## config.mk

```make
export PLATFORM = sky130hd
export DESIGN_NAME = rau_queue
export DESIGN_NICKNAME = d
export VERILOG_FILES = /design/src/hdl/rau_pkg.sv /design/src/hdl/rau_queue.sv
export SDC_FILE = /design/constraint.sdc
export NUM_CORES = 1
export LEC_CHECK = 0
export BUFFER_PORTS_ARGS = -buffer_cell sky130_fd_sc_hd__buf_4
export CAP_MARGIN = 20
export CORE_MARGIN = 4
export CORE_UTILIZATION = 45
export CTS_BUF_LIST = sky130_fd_sc_hd__clkbuf_4 sky130_fd_sc_hd__clkbuf_8
export CTS_CLUSTER_DIAMETER = 80
export CTS_CLUSTER_SIZE = 8
export DETAILED_ROUTE_END_ITERATION = 10
export PLACE_DENSITY = 0.7
export SETUP_SLACK_MARGIN = 0.4
export SLEW_MARGIN = 20
export SYNTH_ARGS = -nofsm -noshare
export SYNTH_HDL_FRONTEND = slang
export SYNTH_SLANG_ARGS = --single-unit
export TNS_END_PERCENT = 10
```

## constraint.sdc

```tcl
create_clock -name aclk -period 5.9 [get_ports aclk]
set_clock_uncertainty 0.15 [all_clocks]
set_input_delay 0.59 -clock aclk [delete_from_list [all_inputs] [get_ports aclk]]
set_output_delay 0.59 -clock aclk [all_outputs]
set_load 0.1 [all_outputs]
```

## src/hdl/rau_pkg.sv

```systemverilog
// Package of the rational arithmetic unit: item types, action and status codes.
// Depends on nothing; every other file of the block uses it by scoped names.
`default_nettype none

package rau_pkg;

    localparam int VALUE_WIDTH_DEF = 32;  // default operand width
    localparam int FIELD_W         = 32;  // width of the numerator and denominator fields
    localparam int DEN_W           = 31;  // width of the result denominator
    localparam int MAG_W           = 32;  // widest operand magnitude carried in a job
    localparam int QUEUE_DEPTH     = 2;   // jobs between front and back

    typedef enum logic [2:0] {
        ACT_ADD  = 3'd0,
        ACT_SUB  = 3'd1,
        ACT_MUL  = 3'd2,
        ACT_DIV  = 3'd3,
        ACT_NEG  = 3'd4,
        ACT_INC  = 3'd5,
        ACT_DEC  = 3'd6,
        ACT_PASS = 3'd7
    } action_t;

    typedef enum logic [1:0] {
        STAT_OK       = 2'd0,
        STAT_ZERO_DEN = 2'd1,
        STAT_OVERFLOW = 2'd2
    } status_t;

    typedef struct packed {
        action_t                   action;
        logic signed [FIELD_W-1:0] a_num;
        logic signed [FIELD_W-1:0] a_den;
        logic signed [FIELD_W-1:0] b_num;
        logic signed [FIELD_W-1:0] b_den;
    } in_item_t;

    typedef struct packed {
        logic signed [FIELD_W-1:0] result_num;
        logic [DEN_W-1:0]          result_den;
        logic                      a_less;
        logic                      a_equal;
        status_t                   status;
    } out_item_t;

    // Sign-normalized operands: denominators positive, signs folded into numerators.
    typedef struct packed {
        action_t          action;
        logic             a_nneg;
        logic [MAG_W-1:0] a_nmag;
        logic [MAG_W-1:0] a_dmag;
        logic             a_dzero;
        logic             b_nneg;
        logic [MAG_W-1:0] b_nmag;
        logic [MAG_W-1:0] b_dmag;
        logic             b_dzero;
    } job_t;

endpackage

`default_nettype wire

```

## src/hdl/rau_queue.sv

```systemverilog
// Short job queue between the front and back parts.
// Depends on rau_pkg.
`default_nettype none

module rau_queue (
    input  wire           aclk,
    input  wire           aresetn,
    input  wire           push_valid,
    output logic          push_ready,
    input  rau_pkg::job_t push_job,
    output logic          pop_valid,
    input  wire           pop_ready,
    output rau_pkg::job_t pop_job
);

    localparam int DEPTH = rau_pkg::QUEUE_DEPTH;
    localparam int PW    = (DEPTH > 1) ? $clog2(DEPTH) : 1;
    localparam int CW    = $clog2(DEPTH + 1);

    rau_pkg::job_t  mem [DEPTH];
    logic [PW-1:0]  wr_ptr_reg, rd_ptr_reg;
    logic [CW-1:0]  count_reg;
    logic           push, pop;

    assign push_ready = (count_reg != CW'(DEPTH));
    assign pop_valid  = (count_reg != '0);
    assign pop_job    = mem[rd_ptr_reg];
    assign push       = push_valid && push_ready;
    assign pop        = pop_valid && pop_ready;

    always_ff @(posedge aclk) begin
        if (!aresetn) begin
            wr_ptr_reg <= '0;
            rd_ptr_reg <= '0;
            count_reg  <= '0;
        end else begin
            if (push) begin
                wr_ptr_reg <= (wr_ptr_reg == PW'(DEPTH - 1)) ? '0 : wr_ptr_reg + PW'(1);
            end
            if (pop) begin
                rd_ptr_reg <= (rd_ptr_reg == PW'(DEPTH - 1)) ? '0 : rd_ptr_reg + PW'(1);
            end
            if (push && !pop) begin
                count_reg <= count_reg + CW'(1);
            end else if (pop && !push) begin
                count_reg <= count_reg - CW'(1);
            end
        end
    end

    always_ff @(posedge aclk) begin
        if (push) begin
            mem[wr_ptr_reg] <= push_job;
        end
    end

endmodule

`default_nettype wire

```

==> impl_results.md, run 1 <==
- Filler cell count: between 1500 and 2000
- First-pass GRT wire length: between 30000 and 40000 um
- Max VDD drop: about 470 uV
- Crit path max fanout: 44
- Fraction of registers with async set/reset: 0
- Worst Path Required: 5.16 ns
- IO Count: between 200 and 300
- Hold endpoint: mem[0][47]
- Final Cycle Share: 0.593
- Area added between synthesis and finish: 29.7%
- Residual DRC: 0
- Final hold violation count: 0
- Synthesized flop and latch total: ~280
- Final setup viols: 0
- CP Cell Sequence: buf_16, buf_4, mux2_2, buf_4
- Vias in the first global route: about 5600
- Setup CP Type: reg -> out
- Final Cell Area: approximately 13000 um^2
- Postcts setup bufs: 0
- H-tree Lvls: 2
- Post-CTS Resized: 0
- Worst r2r src: count_reg[0]
- Initial Utilization: 0.462
- Largest net degree at the start of global routing: around 90
- CP arrival: 2.76 ns
- Critical Path Start Type: register
- Via Count: just over 5000
- Minimum clock period: around 3.5 ns
- Largest register FFs: 270
- WP buf/inv: 3
- I/O Buffers: between 200 and 300
- Most used cell, CP: buf_4
- Detailed Place HPWL: between 10000 and 15000 um
- Global route overflow: 0
- Worst Hold Depth: 1
- Cell Area, Placed: about 13000 um^2
- Main synth FF type: edfxtp_1
- Drt wl/cell: between 15 and 20 um
- Fin nets: roughly 900
- Clock sinks: approximately 280
- Initial antenna violation count: 0
- Outcome: finished clean
- RSZ-0062 raised after global routing: no
- Most common cell in the synthesized netlist: edfxtp_1
- TritonCTS buffer count: 40
- Hold Startpoint: push_job[47]
- Core Area: roughly 22000 um^2
- Register area share after synthesis: 0.806
- Row count: 54
- Warnings, synthesis: 0
- Slowest-stage cell, CP: dfxtp_4
- Max-slew headroom: 0.404
- Distinct cells, synth: 21
- Longest Clk Path Bufs: 3
- Routed Antenna Nets: 0
- Critical path capture point type: output port
- Hold Path Class: in -> reg
- CTS root buf: clkbuf_8
- Number of vias per cell: 4.97
- # hold bufs at CTS: 0
- Gr usage total: 0.156
- Gpl congestion: approximately 0.75
- EDFF count, synth: 270
- FMAX: 0.286 GHz
- Pleak: about 5.0 nW
- Worst path max stage delay: 0.65 ns
- Pwr Density: roughly 560 nW/um^2
- CTS clock-pin slew for the worst setup and hold paths: 0.07 ns
- Die W: between 150 and 200 um
- Synth cell count leaders: 270 x edfxtp_1, 85 x mux2_2, 50 x mux2_4, 8 x buf_2, 7 x buf_6
- Finished Core Util: 0.599
- Number of diodes: 0
- Synthesized area: between 10000 and 15000 um^2
- Post-Synthesis Cells: between 400 and 500
- Clock Latency Late Sink: 0.53 ns
- Top cell type's share of synthesized area: 0.797
- Syn Area/Cell: between 20 and 25 um^2
- Final Power: between 7 and 8 mW
- Register-to-Register Path Depth: 4
- CP delay by family, top: buffers and inverters
- Full die area: about 25000 um^2
- DRT iter0 DRCs: approximately 210
- # Max-Cap Violations: 0
- Cell accounting for the most synthesized area: edfxtp_1
- Setup TNS: 0 ns
- Share of cells above drive strength 1: 0.622
- Syn nets: just under 600
- Detailed Route WL: slightly above 20000 um
- Worst Tran Pin Value: 0.894 ns
- CTS tree: yes
- Largest cells by area after synthesis: edfxtp_1 80%, mux2_2 9.4%, mux2_4 7.4%
- Fin. max-slew vios: 0
- Reg2reg setup slack: between 3 and 4 ns
- Initial DRT Pass Iterations: 4
- RR Endpoint: mem[0][109]
- WHS: roughly 0.087 ns
- Chip height: 158 um
metrics by stage:
step | std cells | worst slack [ns]
final | 1042 | 2.40
after global routing | 1042 | 2.25
after CTS | 1041 | 2.10
after detailed placement | 989 | 2.69
after global placement | 989 | 2.75
after floorplan | 444 | 1.28
placed cells by master, fill, tap and decap left out, drive strengths merged:
cell      netlist  layout
and3            1       1
o21ai           2       2
ha              1       1
xor2            1       1
and2            4       4
a21boi          2       2
mux2          135     135
clkinvlp        0       3
inv             1       1
clkbuf          0      49
a21bo           1       1
dfxtp           5       5
or2             1       1
nand2b          1       1
or3             1       1
xnor2           2       2
edfxtp        270     270
nand3b          1       1
buf            15     281
cell type report:
| class | instances | area [um^2] | area share |
|---|---|---|---|
| clock buffers | 49 | 624 | 0.0473 |
| multi-input cells | 153 | 1850 | 0.140 |
| well taps | 280 | 350 | 0.0265 |
| clock inverters | 3 | 22.5 | 0.00171 |
| flip-flops and latches | 275 | 8210 | 0.622 |
| inverters | 1 | 8.76 | 0.000664 |
| repair buffers | 281 | 2130 | 0.161 |
metal layers:
metal,vias up,wire [um],GRT usage
li1,2366,-,-
met1,2530,8260,0.188
met2,233,9800,0.254
met3,54,1950,0.0601
met4,0,679,0.0646
met5,-,0,0
logic make-up after synthesis:
logic type,after synthesis,synth area share
AO/OA/AOI/OAI,5,0.00344
XOR/XNOR,3,0.00258
adder cells (fa/ha/maj),1,0.00123
buffers and inverters,16,0.0120
flip-flops,275,0.806
multiplexers,135,0.168
AND/OR/NAND/NOR,9,0.00639
worst max path at each step:
stage                       startpoint     endpoint  slack, ns  cells after the start
after floorplan           count_reg[0]    mem[1][0]       1.28                      2
after global placement        register  pop_job[12]       2.75                      3
after detailed placement      register  pop_job[48]       2.69                      3
after CTS                     register  pop_job[48]       2.10                      3
after global routing          register  pop_job[48]       2.25                      4
final                         register  pop_job[13]       2.40                      4
power by group:
part | switching [mW] | internal, mW
Combinational | 2.71 | 0.843
Sequential | 0.0936 | 2.44
Clock | 0.651 | 0.678
Power figures use the tool's default switching activity.
==> run 2, diff against run 1 <==
ABC_AREA = 1   (was default)
PLACE_DENSITY = 0.73   (was 0.7)
clock period = 3.1 ns   (was 5.9 ns; I/O delays follow)
==> impl_results.md, run 2 <==
- Outcome: finished clean
- Clock sinks: 275 (unchanged)
- Core Area: 22000 um^2 (unchanged)
- Setup TNS: 0 ns (unchanged)
- Main synth FF type: edfxtp_1
- Routed Antenna Nets: 0 (unchanged)
- WP buf/inv: 2 (-1)
- Fraction of registers with async set/reset: 0 (unchanged)
- Non-filler cells, final: 1188 (+14%)
- Final hold violation count: 0 (unchanged)
- Top cell type's share of synthesized area: 0.797 (about the same)
- Main combinational cell family by area after synthesis: multiplexers
- CTS clock-pin slew for the worst setup and hold paths: 0.06 ns (about the same)
- Vias in the first global route: 6401 (+14%)
- Critical path capture point type: output port
- Initial Utilization: 0.462 (about the same)
- Warnings, synthesis: 0 (unchanged)
- Full die area: 25100 um^2 (about the same)
- RSZ-0062 raised after global routing: no
- Filler cell count: 1443 (-12%)
- Cell accounting for the most synthesized area: edfxtp_1
- I/O Buffers: 275 (unchanged)
- Crit path max fanout: 74 (+68%)
- Pwr Density: 940 nW/um^2 (+67%)
- Hold Startpoint: push_valid
- Worst Tran Pin Value: 0.563 ns (-0.331 ns)
- Gr usage total: 0.170 (+0.0135)
- Max-slew headroom: 0.625 (+0.221)
- Chip height: 158 um (about the same)
- Reg2reg setup slack: 1.44 ns (-1.81 ns)
- Drt wl/cell: 18.6 um (-6.1%)
- Die W: 158 um (about the same)
- Max VDD drop: 653 uV (+38%)
- Initial DRT Pass Iterations: 5 (+1)
- FMAX: roughly 0.41 GHz
- Synthesized flop and latch total: 275 (unchanged)
- Pleak: 5.60 nW (+12%)
- Fin. max-slew vios: 0 (unchanged)
- Gpl congestion: 0.723 (-4.2%)
- Commonest non-fill, non-tap cells in the layout: 275 x buf_4, 270 x edfxtp_1, 136 x dlygate4sd3_1, 85 x mux2_2, 50 x mux2_4
- Postcts setup bufs: 0 (unchanged)
- Final setup viols: 0 (unchanged)
- Worst Hold Depth: 4 (+3)
- RR Endpoint: count_reg[1]
- Row count: 54 (unchanged)
- Final Cycle Share: 0.792
- TritonCTS buffer count: 40 (unchanged)
- Synth cell count leaders: 270 x edfxtp_1, 85 x mux2_2, 50 x mux2_4, 9 x nand2_1
- Share of cells above drive strength 1: 0.520 (-0.102)
- Longest Clk Path Bufs: 3 (unchanged)
- Pre-CTS WS: 1.19 ns (-1.50 ns)
- Synth Area in Adders: 0.00123 (about the same)
- Via Count: 5743 (+11%)
- Synth Area in XOR/XNOR: 0 (-0.00258)
- Initial antenna violation count: 0 (unchanged)
- Worst Path Required: 2.64 ns (-2.52 ns)
- Most common cell in the synthesized netlist: edfxtp_1
- Largest register FFs: 270 (unchanged)
- Register area share after synthesis: 0.807 (about the same)
- CP arrival: 2.00 ns (-0.76 ns)
- Global route overflow: 0 (unchanged)
- First-pass GRT wire length: 33200 um (+10%)
- Critical Path Start Type: register
- Clock Latency Late Sink: 0.50 ns (-0.03 ns)
- Multi-input gate area: 1870 um^2 (+0.74%)
- IO Count: 276 (unchanged)
- Setup CP Type: reg -> out
- Detailed Route WL: 22100 um (+7.0%)
- Detailed Place HPWL: 13900 um (+0.50%)
- CTS tree: yes
- DRT iter0 DRCs: 270 (+27%)
- Post-Synthesis Cells: 457 (+2.9%)
- H-tree Lvls: 2 (unchanged)
- Simple-Gate Fraction of Synth Area: 0.00738 (+0.000985)
- Largest cells by area after synthesis: edfxtp_1 80%, mux2_2 9.4%, mux2_4 7.4%
- Hold Path Class: in -> reg
- CTS root buf: clkbuf_8
- Worst path max stage delay: 0.41 ns (-0.24 ns)
- Most common cell after layout, fill and taps aside: buf_4
- Post-synthesis compound-gate area fraction: 0.00221 (-0.00123)
- Final WS setup: 0.645 ns (-1.76 ns)
- EDFF count, synth: 270 (unchanged)
- Fin nets: 1041 (+17%)
- Number of diodes: 0 (unchanged)
- Area added between synthesis and finish: 43.8%
- Residual DRC: 0 (unchanged)
- Number of vias per cell: 4.83 (-2.8%)
- Reg area: 8210 um^2 (about the same)
- Post-synthesis mux area share: 0.168 (about the same)
- Hold endpoint: wr_ptr_reg
- Largest net degree at the start of global routing: 75 (-18%)
- # Max-Cap Violations: 0 (unchanged)
- CP Cell Sequence: buf_12, mux2_2, buf_4
- Syn Area/Cell: 22.3 um^2 (-2.9%)
- Worst r2r src: count_reg[1]
- Slowest-stage cell, CP: mux2_2
- Syn nets: 597 (+2.2%)
- Placed cells: 1003 (+1.4%)
- Distinct cells, synth: 15 (-29%)
- Register-to-Register Path Depth: 8 (+4)
- Synthesized area: 10200 um^2 (about the same)
- CP delay by family, top: buffers and inverters
- Minimum clock period: roughly 2.5 ns
[run 2: worst max path at each step]
stage	from	to	slack, ns	cells past startpoint
2_1_floorplan	count_reg[0]	mem[0][0]	-0.14	4
6_report	register	pop_job[115]	0.64	3
4_1_cts	register	pop_job[115]	0.63	3
3_5_place_dp	register	pop_job[13]	1.19	3
5_1_grt	register	pop_job[115]	0.56	3
3_3_place_gp	register	pop_job[121]	1.21	3
[run 2: power breakdown]
part / leakage, nW / internal [mW] / total [mW] / switching, mW
logic: 2.71 / 1.59 / 6.46 / 4.87
clock network: 0.327 / 1.27 / 2.45 / 1.18
registers: 2.56 / 4.70 / 4.84 / 0.141
[run 2: timing repair]
item / CTS / global route
gates resized for setup: 0 / 0
setup endpoints to repair: 0 / 0
hold buffers: 136 / 0
hold endpoints to repair: 275 / 0
[run 2: final cells by class]
type | instances | share of cell area
timing repair buffer | 417 | 0.242
clock inverter | 1 | 0.000513
inverter | 8 | 0.00222
clock buffer | 48 | 0.0422
tap | 280 | 0.0239
sequential | 275 | 0.561
multi-input combinational | 159 | 0.128
[run 2: per-stage QoR]
step                utilization  cell area, um^2  hold WS (ns)  power, mW
floorplan                     -            10200         0.259       10.0
global placement          0.574            12600         0.334       11.2
detailed placement        0.574            12600         0.341       11.3
CTS                       0.664            14600        0.0229       13.9
global route              0.664            14600        0.0383       14.3
finish                    0.664            14600        0.0768       13.8
[run 2: cells by family after synthesis]
logic type / Yosys count
adders and majority gates: 1
AOI/OAI and AO/OA: 4
muxes: 135
and+or+nand+nor: 19
DFF: 275
buffers and inverters: 23
[run 2: worst register-to-register path, cell delays in order, from the launching register on]
cell	delay, ns
dfxtp_1	0.48
o21a_1	0.22
inv_1	0.06
ha_1	0.30
inv_1	0.08
nand3_1	0.07
nand2_1	0.07
inv_1	0.05
nor2_1	0.11
[run 2: routing by layer]
layer  vias to the layer above  track usage  wire length, um
met2                       239        0.303            11400
met1                      2799        0.199             8470
met5                         -            0                0
li1                       2665            -                -
met3                        40       0.0506             1800
met4                         0       0.0508              454
