### config.mk
export PLATFORM = sky130hd
export DESIGN_NAME = rau_front
export DESIGN_NICKNAME = d
export VERILOG_FILES = /design/src/hdl/rau_pkg.sv /design/src/hdl/rau_front.sv
export SDC_FILE = /design/constraint.sdc
export NUM_CORES = 1
export LEC_CHECK = 0
export BUFFER_PORTS_ARGS = -buffer_cell sky130_fd_sc_hd__buf_2
export CAP_MARGIN = 20
export CORE_MARGIN = 2
export CORE_UTILIZATION = 50
export DETAILED_ROUTE_END_ITERATION = 6
export PLACE_DENSITY = 0.92
export SLEW_MARGIN = 40
export SYNTH_ARGS = -nofsm -noshare
export SYNTH_HDL_FRONTEND = slang
export SYNTH_SLANG_ARGS = --single-unit
### constraint.sdc
create_clock -name aclk -period 6 [get_ports aclk]
set_input_delay 1.2 -clock aclk [delete_from_list [all_inputs] [get_ports aclk]]
set_output_delay 1.2 -clock aclk [all_outputs]
set_load 0.02 [all_outputs]
### src/hdl/rau_pkg.sv
// Package of the rational arithmetic unit: item types, action and status codes.
// Depends on nothing; every other file of the block uses it by scoped names.
`default_nettype none

package rau_pkg;

    localparam int VALUE_WIDTH_DEF = 32;  // default operand width
    localparam int FIELD_W         = 32;  // width of the numerator and denominator fields
    localparam int DEN_W           = 31;  // width of the result denominator
    localparam int MAG_W           = 32;  // widest operand magnitude carried in a job
    localparam int QUEUE_DEPTH     = 2;   // jobs between front and back

    typedef enum logic [2:0] {
        ACT_ADD  = 3'd0,
        ACT_SUB  = 3'd1,
        ACT_MUL  = 3'd2,
        ACT_DIV  = 3'd3,
        ACT_NEG  = 3'd4,
        ACT_INC  = 3'd5,
        ACT_DEC  = 3'd6,
        ACT_PASS = 3'd7
    } action_t;

    typedef enum logic [1:0] {
        STAT_OK       = 2'd0,
        STAT_ZERO_DEN = 2'd1,
        STAT_OVERFLOW = 2'd2
    } status_t;

    typedef struct packed {
        action_t                   action;
        logic signed [FIELD_W-1:0] a_num;
        logic signed [FIELD_W-1:0] a_den;
        logic signed [FIELD_W-1:0] b_num;
        logic signed [FIELD_W-1:0] b_den;
    } in_item_t;

    typedef struct packed {
        logic signed [FIELD_W-1:0] result_num;
        logic [DEN_W-1:0]          result_den;
        logic                      a_less;
        logic                      a_equal;
        status_t                   status;
    } out_item_t;

    // Sign-normalized operands: denominators positive, signs folded into numerators.
    typedef struct packed {
        action_t          action;
        logic             a_nneg;
        logic [MAG_W-1:0] a_nmag;
        logic [MAG_W-1:0] a_dmag;
        logic             a_dzero;
        logic             b_nneg;
        logic [MAG_W-1:0] b_nmag;
        logic [MAG_W-1:0] b_dmag;
        logic             b_dzero;
    } job_t;

endpackage

`default_nettype wire

### src/hdl/rau_front.sv
// Front part: accepts items, takes operand magnitudes and normalizes operand signs into a job.
// Depends on rau_pkg.
`default_nettype none

module rau_front #(
    parameter int VALUE_WIDTH = rau_pkg::VALUE_WIDTH_DEF
) (
    input  wire               aclk,
    input  wire               aresetn,
    input  wire               s_valid,
    output logic              s_ready,
    input  rau_pkg::in_item_t s_item,
    output logic              job_valid,
    input  wire               job_ready,
    output rau_pkg::job_t     job
);

    localparam int W = VALUE_WIDTH;

    logic          valid_reg;
    rau_pkg::job_t job_reg;
    rau_pkg::job_t job_next;

    logic [W-1:0] an_mag, ad_mag, bn_mag, bd_mag;

    function automatic logic [W-1:0] mag_of(input logic [W-1:0] x);
        mag_of = x[W-1] ? (~x + W'(1)) : x;
    endfunction

    always_comb begin
        an_mag = mag_of(s_item.a_num[W-1:0]);
        ad_mag = mag_of(s_item.a_den[W-1:0]);
        bn_mag = mag_of(s_item.b_num[W-1:0]);
        bd_mag = mag_of(s_item.b_den[W-1:0]);
        job_next.action  = s_item.action;
        job_next.a_nneg  = s_item.a_num[W-1] ^ s_item.a_den[W-1];
        job_next.a_nmag  = rau_pkg::MAG_W'(an_mag);
        job_next.a_dmag  = rau_pkg::MAG_W'(ad_mag);
        job_next.a_dzero = (ad_mag == '0);
        job_next.b_nneg  = s_item.b_num[W-1] ^ s_item.b_den[W-1];
        job_next.b_nmag  = rau_pkg::MAG_W'(bn_mag);
        job_next.b_dmag  = rau_pkg::MAG_W'(bd_mag);
        job_next.b_dzero = (bd_mag == '0);
    end

    assign s_ready   = !valid_reg || job_ready;
    assign job_valid = valid_reg;
    assign job       = job_reg;

    always_ff @(posedge aclk) begin
        if (!aresetn) begin
            valid_reg <= 1'b0;
        end else if (s_valid && s_ready) begin
            valid_reg <= 1'b1;
        end else if (job_ready) begin
            valid_reg <= 1'b0;
        end
        if (s_valid && s_ready) begin
            job_reg <= job_next;
        end
    end

endmodule

`default_nettype wire

==> metrics.md, run 1 <==
| Metric | Value |
|---|---|
| Met3 wire length | `1.35 mm` |
| Final Cycle Share | `0.632` |
| Seq/Total Area, Yosys | `0.554` |
| Critical Path Fanout Max | `36` |
| Grt total ovfl | `0` |
| Most common cell in the netlist | `edfxtp_1` |
| Pins Over Slew Limit | `0` |
| Hold Path Class | `flop to flop` |
| Fillers | `1097` |
| PwrDens | `271 nW/um^2` |
| Post-Syn Nets | `764` |
| Vias in the first global route | `5806` |
| Yosys reg bits | `about 140` |
| Core box area | `14400 sq um` |
| Nets | `around 1000` |
| DRT Pass-1 Iters | `5` |
| Fmax | `around 0.26 GHz` |
| Slew headroom | `0.508` |
| Die width | `125 um` |
| Io pins | `272` |
| Number of synthesized flops with an enable pin | `135` |
| Num rows | `44` |
| Synth unique cells | `64` |
| Dpl ws | `1.80 ns` |
| Vias after detailed routing | `6247` |
| Util after Layout | `0.652` |
| Num CTS Buffers | `17` |
| Worst Setup End Kind | `flop` |
| Initial antenna violation count | `0` |
| WP data required | `approximately 6.2 ns` |
| Ys Warns | `0` |
| Crit path DAT | `4.04 ns` |
| Synth area leader | `edfxtp_1` |
| Largest net degree at the start of global routing | `between 70 and 80` |
| Clock skew | `0.0108 ns` |
| # DRC | `0` |
| Met2 Wirelength | `9.51 mm` |
| DIE AREA | `15700 sq um` |
| GP Congestion | `0.899` |
| GRT Total Usage | `0.242` |
| Syn Inst Count | `around 630` |
| Max Cap Viol | `0` |
| Setup TNS | `0 ns` |
| Main synth FF type | `edfxtp_1` |
| Final setup viols | `0` |
| Highest routed layer | `met4` |
| # hold bufs at CTS | `0` |
| Post-cts sizing count | `0` |
| Outcome | `completed` |
| Share of cells above drive strength 1 | `0.354` |
| Initial core utilization | `0.510` |
| Die Y | `125 um` |
| Max reg flops | `about 140` |
| Final setup margin | `2.21 ns` |
| RSZ-0062 raised after global routing | `no` |
| N_diodes | `0` |
| CP startpoint kind | `input port` |
| Setup repair bufs after CTS | `0` |
| First-pass GRT wire length | `30.2 mm` |
| Worst-case clock buffer depth | `2` |
| Post-Syn Area | `roughly 7400 sq um` |
| Dpl hpwl | `15.0 mm` |
| CTS tree | `yes` |
| Vias per cell | `5.73` |
| # port buffers | `between 200 and 300` |
| Critical path class | `input port to flop` |
| Final-report hold violation count | `0` |
| H-tree depth | `4` |
| 1st-iter DRT viols | `640` |
| Worst-skew pair later-pin latency | `roughly 0.4 ns` |
| Share of the synthesized area in the top cell type | `0.551` |
| Syn_area_per_cell | `11.8 sq um` |
| VDD IR max | `0.186 mV` |
| Asr flop ratio synth | `0` |
| Routed WL | `19.3 mm` |
| Post-synth top cells | `135 x edfxtp_1, 94 x xnor2_1, 42 x nand2_1, 38 x nor2_1, 35 x o21ai_0` |
| Final min period | `3.79 ns` |
| Layout area overhead | `27.8%` |
| Hold_ws | `approximately 0.57 ns` |
| WL met1 | `between 7 and 8 mm` |
| Clock sinks | `136` |
| Slew @ Worst Pin | `0.731 ns` |
| Ranking of synthesized cells by area | `edfxtp_1 55%, xnor2_1 11%, xor2_1 2.9%, o21ai_0 2.4%, nand2_1 2.1%` |
| Worst-path clk slew | `approximately 0.060 ns` |
| Leakage dissipation | `3.61 nW` |
| Root cell of the clock tree | `clkbuf_16` |
| DR WL/cell | `17.7 um` |
| Post-route ant nets | `0` |
[placed cells by master (no fill, tap or decap), types with 3 or more instances in the layout]
cell        netlist  layout
a21boi_0          3       3
a21oi_1          15      15
a31oi_1           7       7
a41o_1            3       3
a41oi_1           3       3
buf_2             3     271
clkbuf_1         18       5
clkbuf_16         0      17
clkinv_1          1       3
clkinvlp_4        0       3
edfxtp_1        135     135
ha_1              4       4
inv_1            17      17
mux2i_1           3       3
nand2_1          42      42
nand2b_1          9       9
nand3_1          13      13
nand4_1           6       6
nand4b_1          4       4
nor2_1           38      38
nor3_1           16      16
nor4_1           11      11
nor4_2            4       4
nor4b_1           3       3
o21a_1            3       3
o21ai_0          35      35
o22ai_1           3       3
o31ai_1          19      19
o41ai_1          14      14
or2_2             4       4
or3_1            20      20
or4_1            12      12
xnor2_1          94      94
xor2_1           24      24
[final timing paths]
| kind | depth (start not counted) | startpoint | end | slack [ns] |
|---|---|---|---|---|
| max | 8 | s_item[31] | job[0] | 2.21 |
| min | 2 | job_valid | job_valid | 0.57 |
| max reg2reg | 3 | job_valid | job[100] | 4.30 |
| min reg2reg | 2 | job_valid | job_valid | 0.57 |
[worst max-delay path, stage by stage]
cell,delay (ns)
buf_2,0.47
clkinv_1,0.41
a41oi_1,0.29
xor2_1,0.12
or4_1,0.52
or3_1,0.31
or4b_1,0.53
nor3_2,0.20
[layer usage]
metal | vias up | global-route usage
met2 | 346 | 0.392
met3 | 51 | 0.0462
li1 | 2924 | -
met1 | 2926 | 0.320
met5 | - | 0
met4 | 0 | 0.105
[power breakdown]
part	total, mW	switching (mW)	internal [mW]
Clock	0.933	0.369	0.563
Combinational	0.453	0.292	0.161
Sequential	1.16	0.0193	1.14
[area by class of cell]
cell class / instances / area [sq um] / area share
timing repair buffer: 273 / 1380 / 0.146
sequential: 136 / 4070 / 0.433
clock inverter: 9 / 78.8 / 0.00839
inverter: 18 / 67.6 / 0.00719
clock buffer: 22 / 444 / 0.0473
tap: 184 / 230 / 0.0245
multi-input combinational: 449 / 3130 / 0.333
[cell families (layout without fill, tap and decap cells)]
logic type	after synthesis	in the layout	share of synthesized area
simple gates	203	203	0.161
flops	136	136	0.554
compound gates	120	120	0.111
xor+xnor	118	118	0.141
buf+inv	40	322	0.0209
fa+ha+maj	4	4	0.00681
mux	4	4	0.00562
[stage by stage]
step / total power, mW / instances / cell area (sq um)
2_1_floorplan: 1.45 / 625 / 7350
3_3_place_gp: 1.62 / 1060 / 8870
3_5_place_dp: 1.64 / 1060 / 8870
4_1_cts: 2.56 / 1091 / 9400
5_1_grt: 2.65 / 1091 / 9400
6_report: 2.55 / 1091 / 9400
(Power assumes the default switching activity.)
==> run 2, diff against run 1 <==
==> constraint.sdc (replaced) <==
create_clock -name aclk -period 3.75 [get_ports aclk]
set_input_delay 0.75 -clock aclk [delete_from_list [all_inputs] [get_ports aclk]]
set_output_delay 0.75 -clock aclk [all_outputs]
set_load 0.02 [all_outputs]
==> run 2 against run 1 <==
Compared with the run above: clock power rose by 67%; non-clock buffer count rose by 5; register-to-register slack got worse by 2.1 ns; highest routed layer unchanged; first-iteration DRC count rose by 8.8%; utilization rose by 0.48 points; critical path type unchanged; combinational power rose by 62%; via count rose by 2.0%; flip-flop and latch count did not move; sequential power rose by 60%; largest power group unchanged; setup slack got worse by 1.7 ns; sequential share of layout area fell by 0.32 points.
==> metrics.md, run 2 (synthesis gave the netlist of run 1 again) <==
| Metric | Value |
|---|---|
| Dpl hpwl | `15.0 mm (+0.37%)` |
| Core box area | `14400 sq um (unchanged)` |
| Leakage dissipation | `3.65 nW (+1.1%)` |
| Grt total ovfl | `0 (unchanged)` |
| DIE AREA | `15700 sq um (unchanged)` |
| Layout area overhead | `28.7%` |
| Initial core utilization | `0.510 (unchanged)` |
| Vias per cell | `5.81 (+1.6%)` |
| Dpl ws | `0.104 ns (-1.70 ns)` |
| Most frequent cells in the layout | `271 x buf_2, 135 x edfxtp_1, 94 x xnor2_1, 42 x nand2_1, 38 x nor2_1` |
| Fillers | `1076 (-1.9%)` |
| Worst-path clk slew | `0.06 ns (about the same)` |
| Placed cells | `1065 (+0.47%)` |
| Io pins | `272 (unchanged)` |
| DR WL/cell | `18.1 um (+2.4%)` |
| RSZ-0062 raised after global routing | `no` |
| Post-route ant nets | `0 (unchanged)` |
| Commonest non-fill, non-tap cell in the layout | `buf_2` |
| PwrDens | `440 nW/um^2 (+62%)` |
| Num CTS Buffers | `17 (unchanged)` |
| Clock sinks | `136 (unchanged)` |
| Vias in the first global route | `5911 (+1.8%)` |
| Final setup viols | `0 (unchanged)` |
| CP delay by family, top | `simple AND/OR/NAND/NOR gates` |
| Nets | `1039 (+0.48%)` |
| Final setup margin | `0.493 ns (-1.71 ns)` |
| Worst Setup End Kind | `flop` |
| CP cell instances | `buf_2 -> inv_1 -> ha_1 -> nor4b_2 -> a41oi_1 -> xor2_1 -> or4_1 -> or3_1 -> or4b_1 -> nor3_2` |
| First-pass GRT wire length | `30.8 mm (+2.0%)` |
| Vias after detailed routing | `6373 (+2.0%)` |
| Setup TNS | `0 ns (unchanged)` |
| Final-report hold violation count | `0 (unchanged)` |
| Placed Area | `8920 sq um (+0.52%)` |
| Share of cells above drive strength 1 | `0.359 (+0.00464)` |
| Final instance area | `9470 sq um (+0.73%)` |
| Num rows | `44 (unchanged)` |
| Max reg flops | `135 (unchanged)` |
| Hold Path Class | `input port to flop` |
| DRT Pass-1 Iters | `5 (unchanged)` |
| Total power after layout | `4.16 mW (+63%)` |
| Slew @ Worst Pin | `0.733 ns (+0.00176 ns)` |
| GRT Total Usage | `0.247 (+0.00521)` |
| Clock skew | `0.00548 ns (-0.00536 ns)` |
| # port buffers | `271 (unchanged)` |
| Largest net degree at the start of global routing | `136 (+84%)` |
| CP Buf/Inv Count | `2 (unchanged)` |
| 1st-iter DRT viols | `696 (+8.8%)` |
| Final Cycle Share | `0.869` |
| WP data required | `4.01 ns (-2.23 ns)` |
| Hold Startpoint | `s_item[129]` |
| N_diodes | `0 (unchanged)` |
| Die width | `125 um (unchanged)` |
| Critical Path Fanout Max | `6 (-83%)` |
| CP startpoint kind | `input port` |
| Root cell of the clock tree | `clkbuf_16` |
| H-tree depth | `4 (unchanged)` |
| Reg2Reg Launch Point | `job_valid` |
| Routed WL | `19.8 mm (+2.9%)` |
| Critical path class | `input port to flop` |
| Worst-case clock buffer depth | `2 (unchanged)` |
| # DRC | `0 (unchanged)` |
| Fmax | `0.307 GHz` |
| Slew headroom | `0.512 (+0.00332)` |
| Setup repair bufs after CTS | `0 (unchanged)` |
| Initial antenna violation count | `0 (unchanged)` |
| Outcome | `completed` |
| Final cell count without fillers | `1096 (+0.46%)` |
| Post-cts sizing count | `0 (unchanged)` |
| Worst-skew pair later-pin latency | `0.41 ns (about the same)` |
| Max Cap Viol | `0 (unchanged)` |
| Slowest stage delay, CP | `0.54 ns (about the same)` |
| CTS tree | `yes` |
| GP Congestion | `0.881 (-1.9%)` |
| Die Y | `125 um (unchanged)` |
| VDD IR max | `0.263 mV (+42%)` |
| Slowest CP cell | `or4b_1` |
| Crit path from | `s_item[1]` |
| # hold bufs at CTS | `0 (unchanged)` |
| Final min period | `~3.3 ns` |
| Crit path DAT | `3.52 ns (-0.52 ns)` |
| Pins Over Slew Limit | `0 (unchanged)` |
## run 2: per-layer routing
metal / track usage / vias to the layer above / share of wire
met5: 0 / - / 0
met4: 0.0987 / 0 / 0.029
met3: 0.0591 / 62 / 0.085
met2: 0.407 / 387 / 0.50
met1: 0.317 / 2995 / 0.39
li1: - / 2929 / -
## run 2: final timing paths
check	slack, ns	depth (start not counted)	endpoint
min reg2reg	0.54	2	job_valid
min	0.51	1	job[133]
max	0.49	10	job[0]
max reg2reg	2.18	3	job[80]
## run 2: power breakdown
| group | internal [mW] | switching (mW) | leakage, nW |
|---|---|---|---|
| clock | 0.965 | 0.600 | 0.258 |
| combinational | 0.260 | 0.476 | 2.08 |
| sequential | 1.83 | 0.0295 | 1.32 |
## run 2: area by class of cell
class,instances,area (sq um),share of cell area
flip-flops and latches,136,4070,0.430
multi-input cells,449,3130,0.330
clock inverters,10,105,0.0111
inverters,18,67.6,0.00714
well taps,184,230,0.0243
repair buffers,278,1420,0.150
clock buffers,21,440,0.0465
## run 2: metrics by stage
stage          hold slack [ns]   util
2_1_floorplan            0.749      -
3_3_place_gp             0.511  0.618
3_5_place_dp             0.530  0.618
4_1_cts                  0.496  0.656
5_1_grt                  0.499  0.656
6_report                 0.510  0.656
==> run 3, diff against run 2 <==
--- a/config.mk
+++ b/config.mk
@@ -5,12 +5,13 @@
 export SDC_FILE = /design/constraint.sdc
 export NUM_CORES = 1
 export LEC_CHECK = 0
+export ABC_AREA = 1
 export BUFFER_PORTS_ARGS = -buffer_cell sky130_fd_sc_hd__buf_2
 export CAP_MARGIN = 20
 export CORE_MARGIN = 2
-export CORE_UTILIZATION = 50
+export CORE_UTILIZATION = 52
 export DETAILED_ROUTE_END_ITERATION = 6
-export PLACE_DENSITY = 0.92
+export PLACE_DENSITY = 0.93
 export SLEW_MARGIN = 40
 export SYNTH_ARGS = -nofsm -noshare
 export SYNTH_HDL_FRONTEND = slang
==> run 3 against run 2 <==
Compared with the run above: non-clock buffer count up 1; sequential share of layout area down 4.1 points; clock power up 9.6%; flip-flop and latch count unchanged; largest power group unchanged; highest routed layer unchanged; largest cell class unchanged; wire length up 18%; fmax up 44%; critical path type unchanged.
==> metrics.md, run 3 <==
| Metric | Value |
|---|---|
| Outcome | `completed` |
| Fmax | `0.443 GHz (+44%)` |
| Post-cts sizing count | `0 (unchanged)` |
| # hold bufs at CTS | `0 (unchanged)` |
| Proportion of synthesized area in mux cells | `0 (-0.00562)` |
| Final Cycle Share | `0.602 (-0.267)` |
| Leakage dissipation | `4.82 nW (+32%)` |
| Largest family of logic cells by synthesized area | `simple AND/OR/NAND/NOR gates` |
| Fillers | `1229 (+14%)` |
| Synth area leader | `edfxtp_1` |
| Worst Setup End Kind | `flop` |
| Max Cap Viol | `0 (unchanged)` |
| Layout area overhead | `27.3%` |
| Crit path DAT | `2.54 ns (-0.98 ns)` |
| Post-Syn Nets | `1122 (+47%)` |
| Hold Path Class | `input port to flop` |
| Clock sinks | `136 (unchanged)` |
| # port buffers | `271 (unchanged)` |
| CP cell instances | `buf_2 -> inv_2 -> a21oi_2 -> nor2_4 -> nand2_1 -> nand2_1 -> nor2_1 -> nand3b_1 -> nor2_1 -> nand2_1 -> nor2_1` |
| CP startpoint kind | `input port` |
| Share of the synthesized area in the top cell type | `0.493 (-0.0582)` |
| DRT Pass-1 Iters | `5 (unchanged)` |
| Final setup viols | `0 (unchanged)` |
| Syn_area_per_cell | `8.36 sq um (-29%)` |
| Synth Area in XOR/XNOR | `0.0703 (-0.0702)` |
| CTS tree | `yes` |
| Simple-Gate Fraction of Synth Area | `0.312 (+0.151)` |
| Core box area | `15300 sq um (+6.2%)` |
| WP data required | `4.03 ns (+0.02 ns)` |
| Clock skew | `0.0108 ns (+0.00536 ns)` |
| Yosys reg bits | `136 (unchanged)` |
| Area share of fa/ha/maj cells after synthesis | `0.00609 (-0.000719)` |
| Placed cells | `1458 (+37%)` |
| Pins Over Slew Limit | `0 (unchanged)` |
| Initial core utilization | `0.537 (+0.0270)` |
| GP Congestion | `0.936 (+6.2%)` |
| Vias after detailed routing | `7842 (+23%)` |
| GRT Total Usage | `0.271 (+0.0238)` |
| RSZ-0062 raised after global routing | `no` |
| Setup TNS | `0 ns (unchanged)` |
| Final-report hold violation count | `0 (unchanged)` |
| Commonest non-fill, non-tap cell in the layout | `nand2_1` |
| Placed Area | `9860 sq um (+11%)` |
| First-pass GRT wire length | `35.2 mm (+14%)` |
| Nets | `1405 (+35%)` |
| # DRC | `0 (unchanged)` |
| H-tree depth | `4 (unchanged)` |
| PwrDens | `418 nW/um^2 (-4.8%)` |
| Post-synth top cells | `276 x nand2_1, 159 x nor2_1, 135 x edfxtp_1, 108 x inv_1, 62 x nand3_1` |
| Critical Path Fanout Max | `30 (+24)` |
| Seq/Total Area, Yosys | `0.496 (-0.0585)` |
| VDD IR max | `0.273 mV (+3.8%)` |
| Worst-path clk slew | `0.06 ns (about the same)` |
| Util after Layout | `0.683 (+0.0269)` |
| Final min period | `2.26 ns (-1.00 ns)` |
| Post-synthesis compound-gate area fraction | `0.0552 (-0.0555)` |
| Dpl hpwl | `18.6 mm (+24%)` |
| Worst-skew pair later-pin latency | `0.42 ns (about the same)` |
| DR WL/cell | `15.7 um (-13%)` |
| Critical path class | `input port to flop` |
| Syn Inst Count | `983 (+57%)` |
| Largest net degree at the start of global routing | `40 (-71%)` |
| Slew headroom | `0.593 (+0.0818)` |
| Setup repair bufs after CTS | `0 (unchanged)` |
| Post-Syn Area | `8220 sq um (+12%)` |
| Initial antenna violation count | `0 (unchanged)` |
| Slowest stage delay, CP | `0.44 ns (-0.10 ns)` |
| Final cell count without fillers | `1490 (+36%)` |
| Synth unique cells | `38 (-41%)` |
| Post-route ant nets | `0 (unchanged)` |
| Die width | `130 um (+3.6%)` |
| Die Y | `130 um (+3.6%)` |
| Most frequent cells in the layout | `276 x nand2_1, 271 x buf_2, 159 x nor2_1, 135 x edfxtp_1, 108 x inv_1` |
| Io pins | `272 (unchanged)` |
| Slowest CP cell | `buf_2` |
| Num rows | `45 (+2.3%)` |
| Max reg flops | `135 (unchanged)` |
| Worst-case clock buffer depth | `2 (unchanged)` |
| Asr flop ratio synth | `0 (unchanged)` |
| Grt total ovfl | `0 (unchanged)` |
| Slew @ Worst Pin | `0.610 ns (-0.123 ns)` |
| Ys Warns | `0 (unchanged)` |
| Ranking of synthesized cells by area | `edfxtp_1 49%, nand2_1 13%, nor2_1 7.3%, xor2_1 5.8%, inv_1 4.9%` |
| Number of synthesized flops with an enable pin | `135 (unchanged)` |
| 1st-iter DRT viols | `671 (-3.6%)` |
| Vias per cell | `5.26 (-9.5%)` |
| Root cell of the clock tree | `clkbuf_16` |
| Final instance area | `10500 sq um (+11%)` |
| Vias in the first global route | `7178 (+21%)` |
| Most common cell in the netlist | `nand2_1` |
| DIE AREA | `16800 sq um (+7.3%)` |
| Main synth FF type | `edfxtp_1` |
| Num CTS Buffers | `17 (unchanged)` |
| Share of cells above drive strength 1 | `0.288 (-0.0706)` |
| Routed WL | `23.4 mm (+18%)` |
-- run 3: cell types whose count changed after synthesis, moves of 16 or more --
cell	delta
xnor2_1	-82
or3_1	-20
nor2_2	+16
o31ai_1	-19
xor2_1	+30
inv_1	+91
nor2_1	+121
nand3_1	+49
nand2_1	+234
-- run 3: kinds of logic after synthesis --
| group | count (synthesis) |
|---|---|
| buffers and inverters | 126 |
| AND/OR/NAND/NOR | 580 |
| adder cells (fa/ha/maj) | 4 |
| AO/OA/AOI/OAI | 71 |
| XOR/XNOR | 66 |
| flip-flops | 136 |
-- run 3: cell type report --
cell class	count	area (sq um)	share of cell area
Antenna cell	1	2.50	0.000239
Clock buffer	17	425	0.0407
Clock inverter	14	175	0.0167
Inverter	111	417	0.0398
Multi-Input combinational cell	721	3660	0.350
Sequential cell	136	4070	0.389
Tap cell	211	264	0.0252
Timing Repair Buffer	279	1450	0.138
-- run 3: final timing paths --
kind	from	endpoint	slack, ns	cells after the start
max	s_item[95]	job[66]	1.49	11
min	s_item[129]	job[133]	0.50	1
max reg2reg	job_valid	job[18]	2.20	3
min reg2reg	job_valid	job_valid	0.56	2
-- run 3: layer usage --
layer	global-route usage	share of wire
met4	0.125	0.036
met1	0.342	0.39
met2	0.449	0.49
met3	0.0570	0.086
met5	0	0
-- run 3: power breakdown --
| group | switching (mW) | total (mW) | internal [mW] | leakage, nW |
|---|---|---|---|---|
| clock network | 0.665 | 1.71 | 1.05 | 0.286 |
| logic | 0.556 | 0.815 | 0.259 | 3.21 |
| registers | 0.0308 | 1.85 | 1.82 | 1.32 |
-- run 3: critical path: cells and delay by family --
kind,cells,cell delay (ns)
buffers and inverters,2,0.69
AND/OR/NAND/NOR,8,0.81
AO/OA/AOI/OAI,1,0.28
-- run 3: per-stage QoR --
step	total power, mW	setup slack (ns)	hold WS [ns]
after floorplan	2.37	0.231	0.764
after global placement	2.66	1.23	0.524
after detailed placement	2.69	1.13	0.551
after CTS	4.38	1.56	0.491
after global routing	4.53	1.39	0.496
final	4.38	1.49	0.503
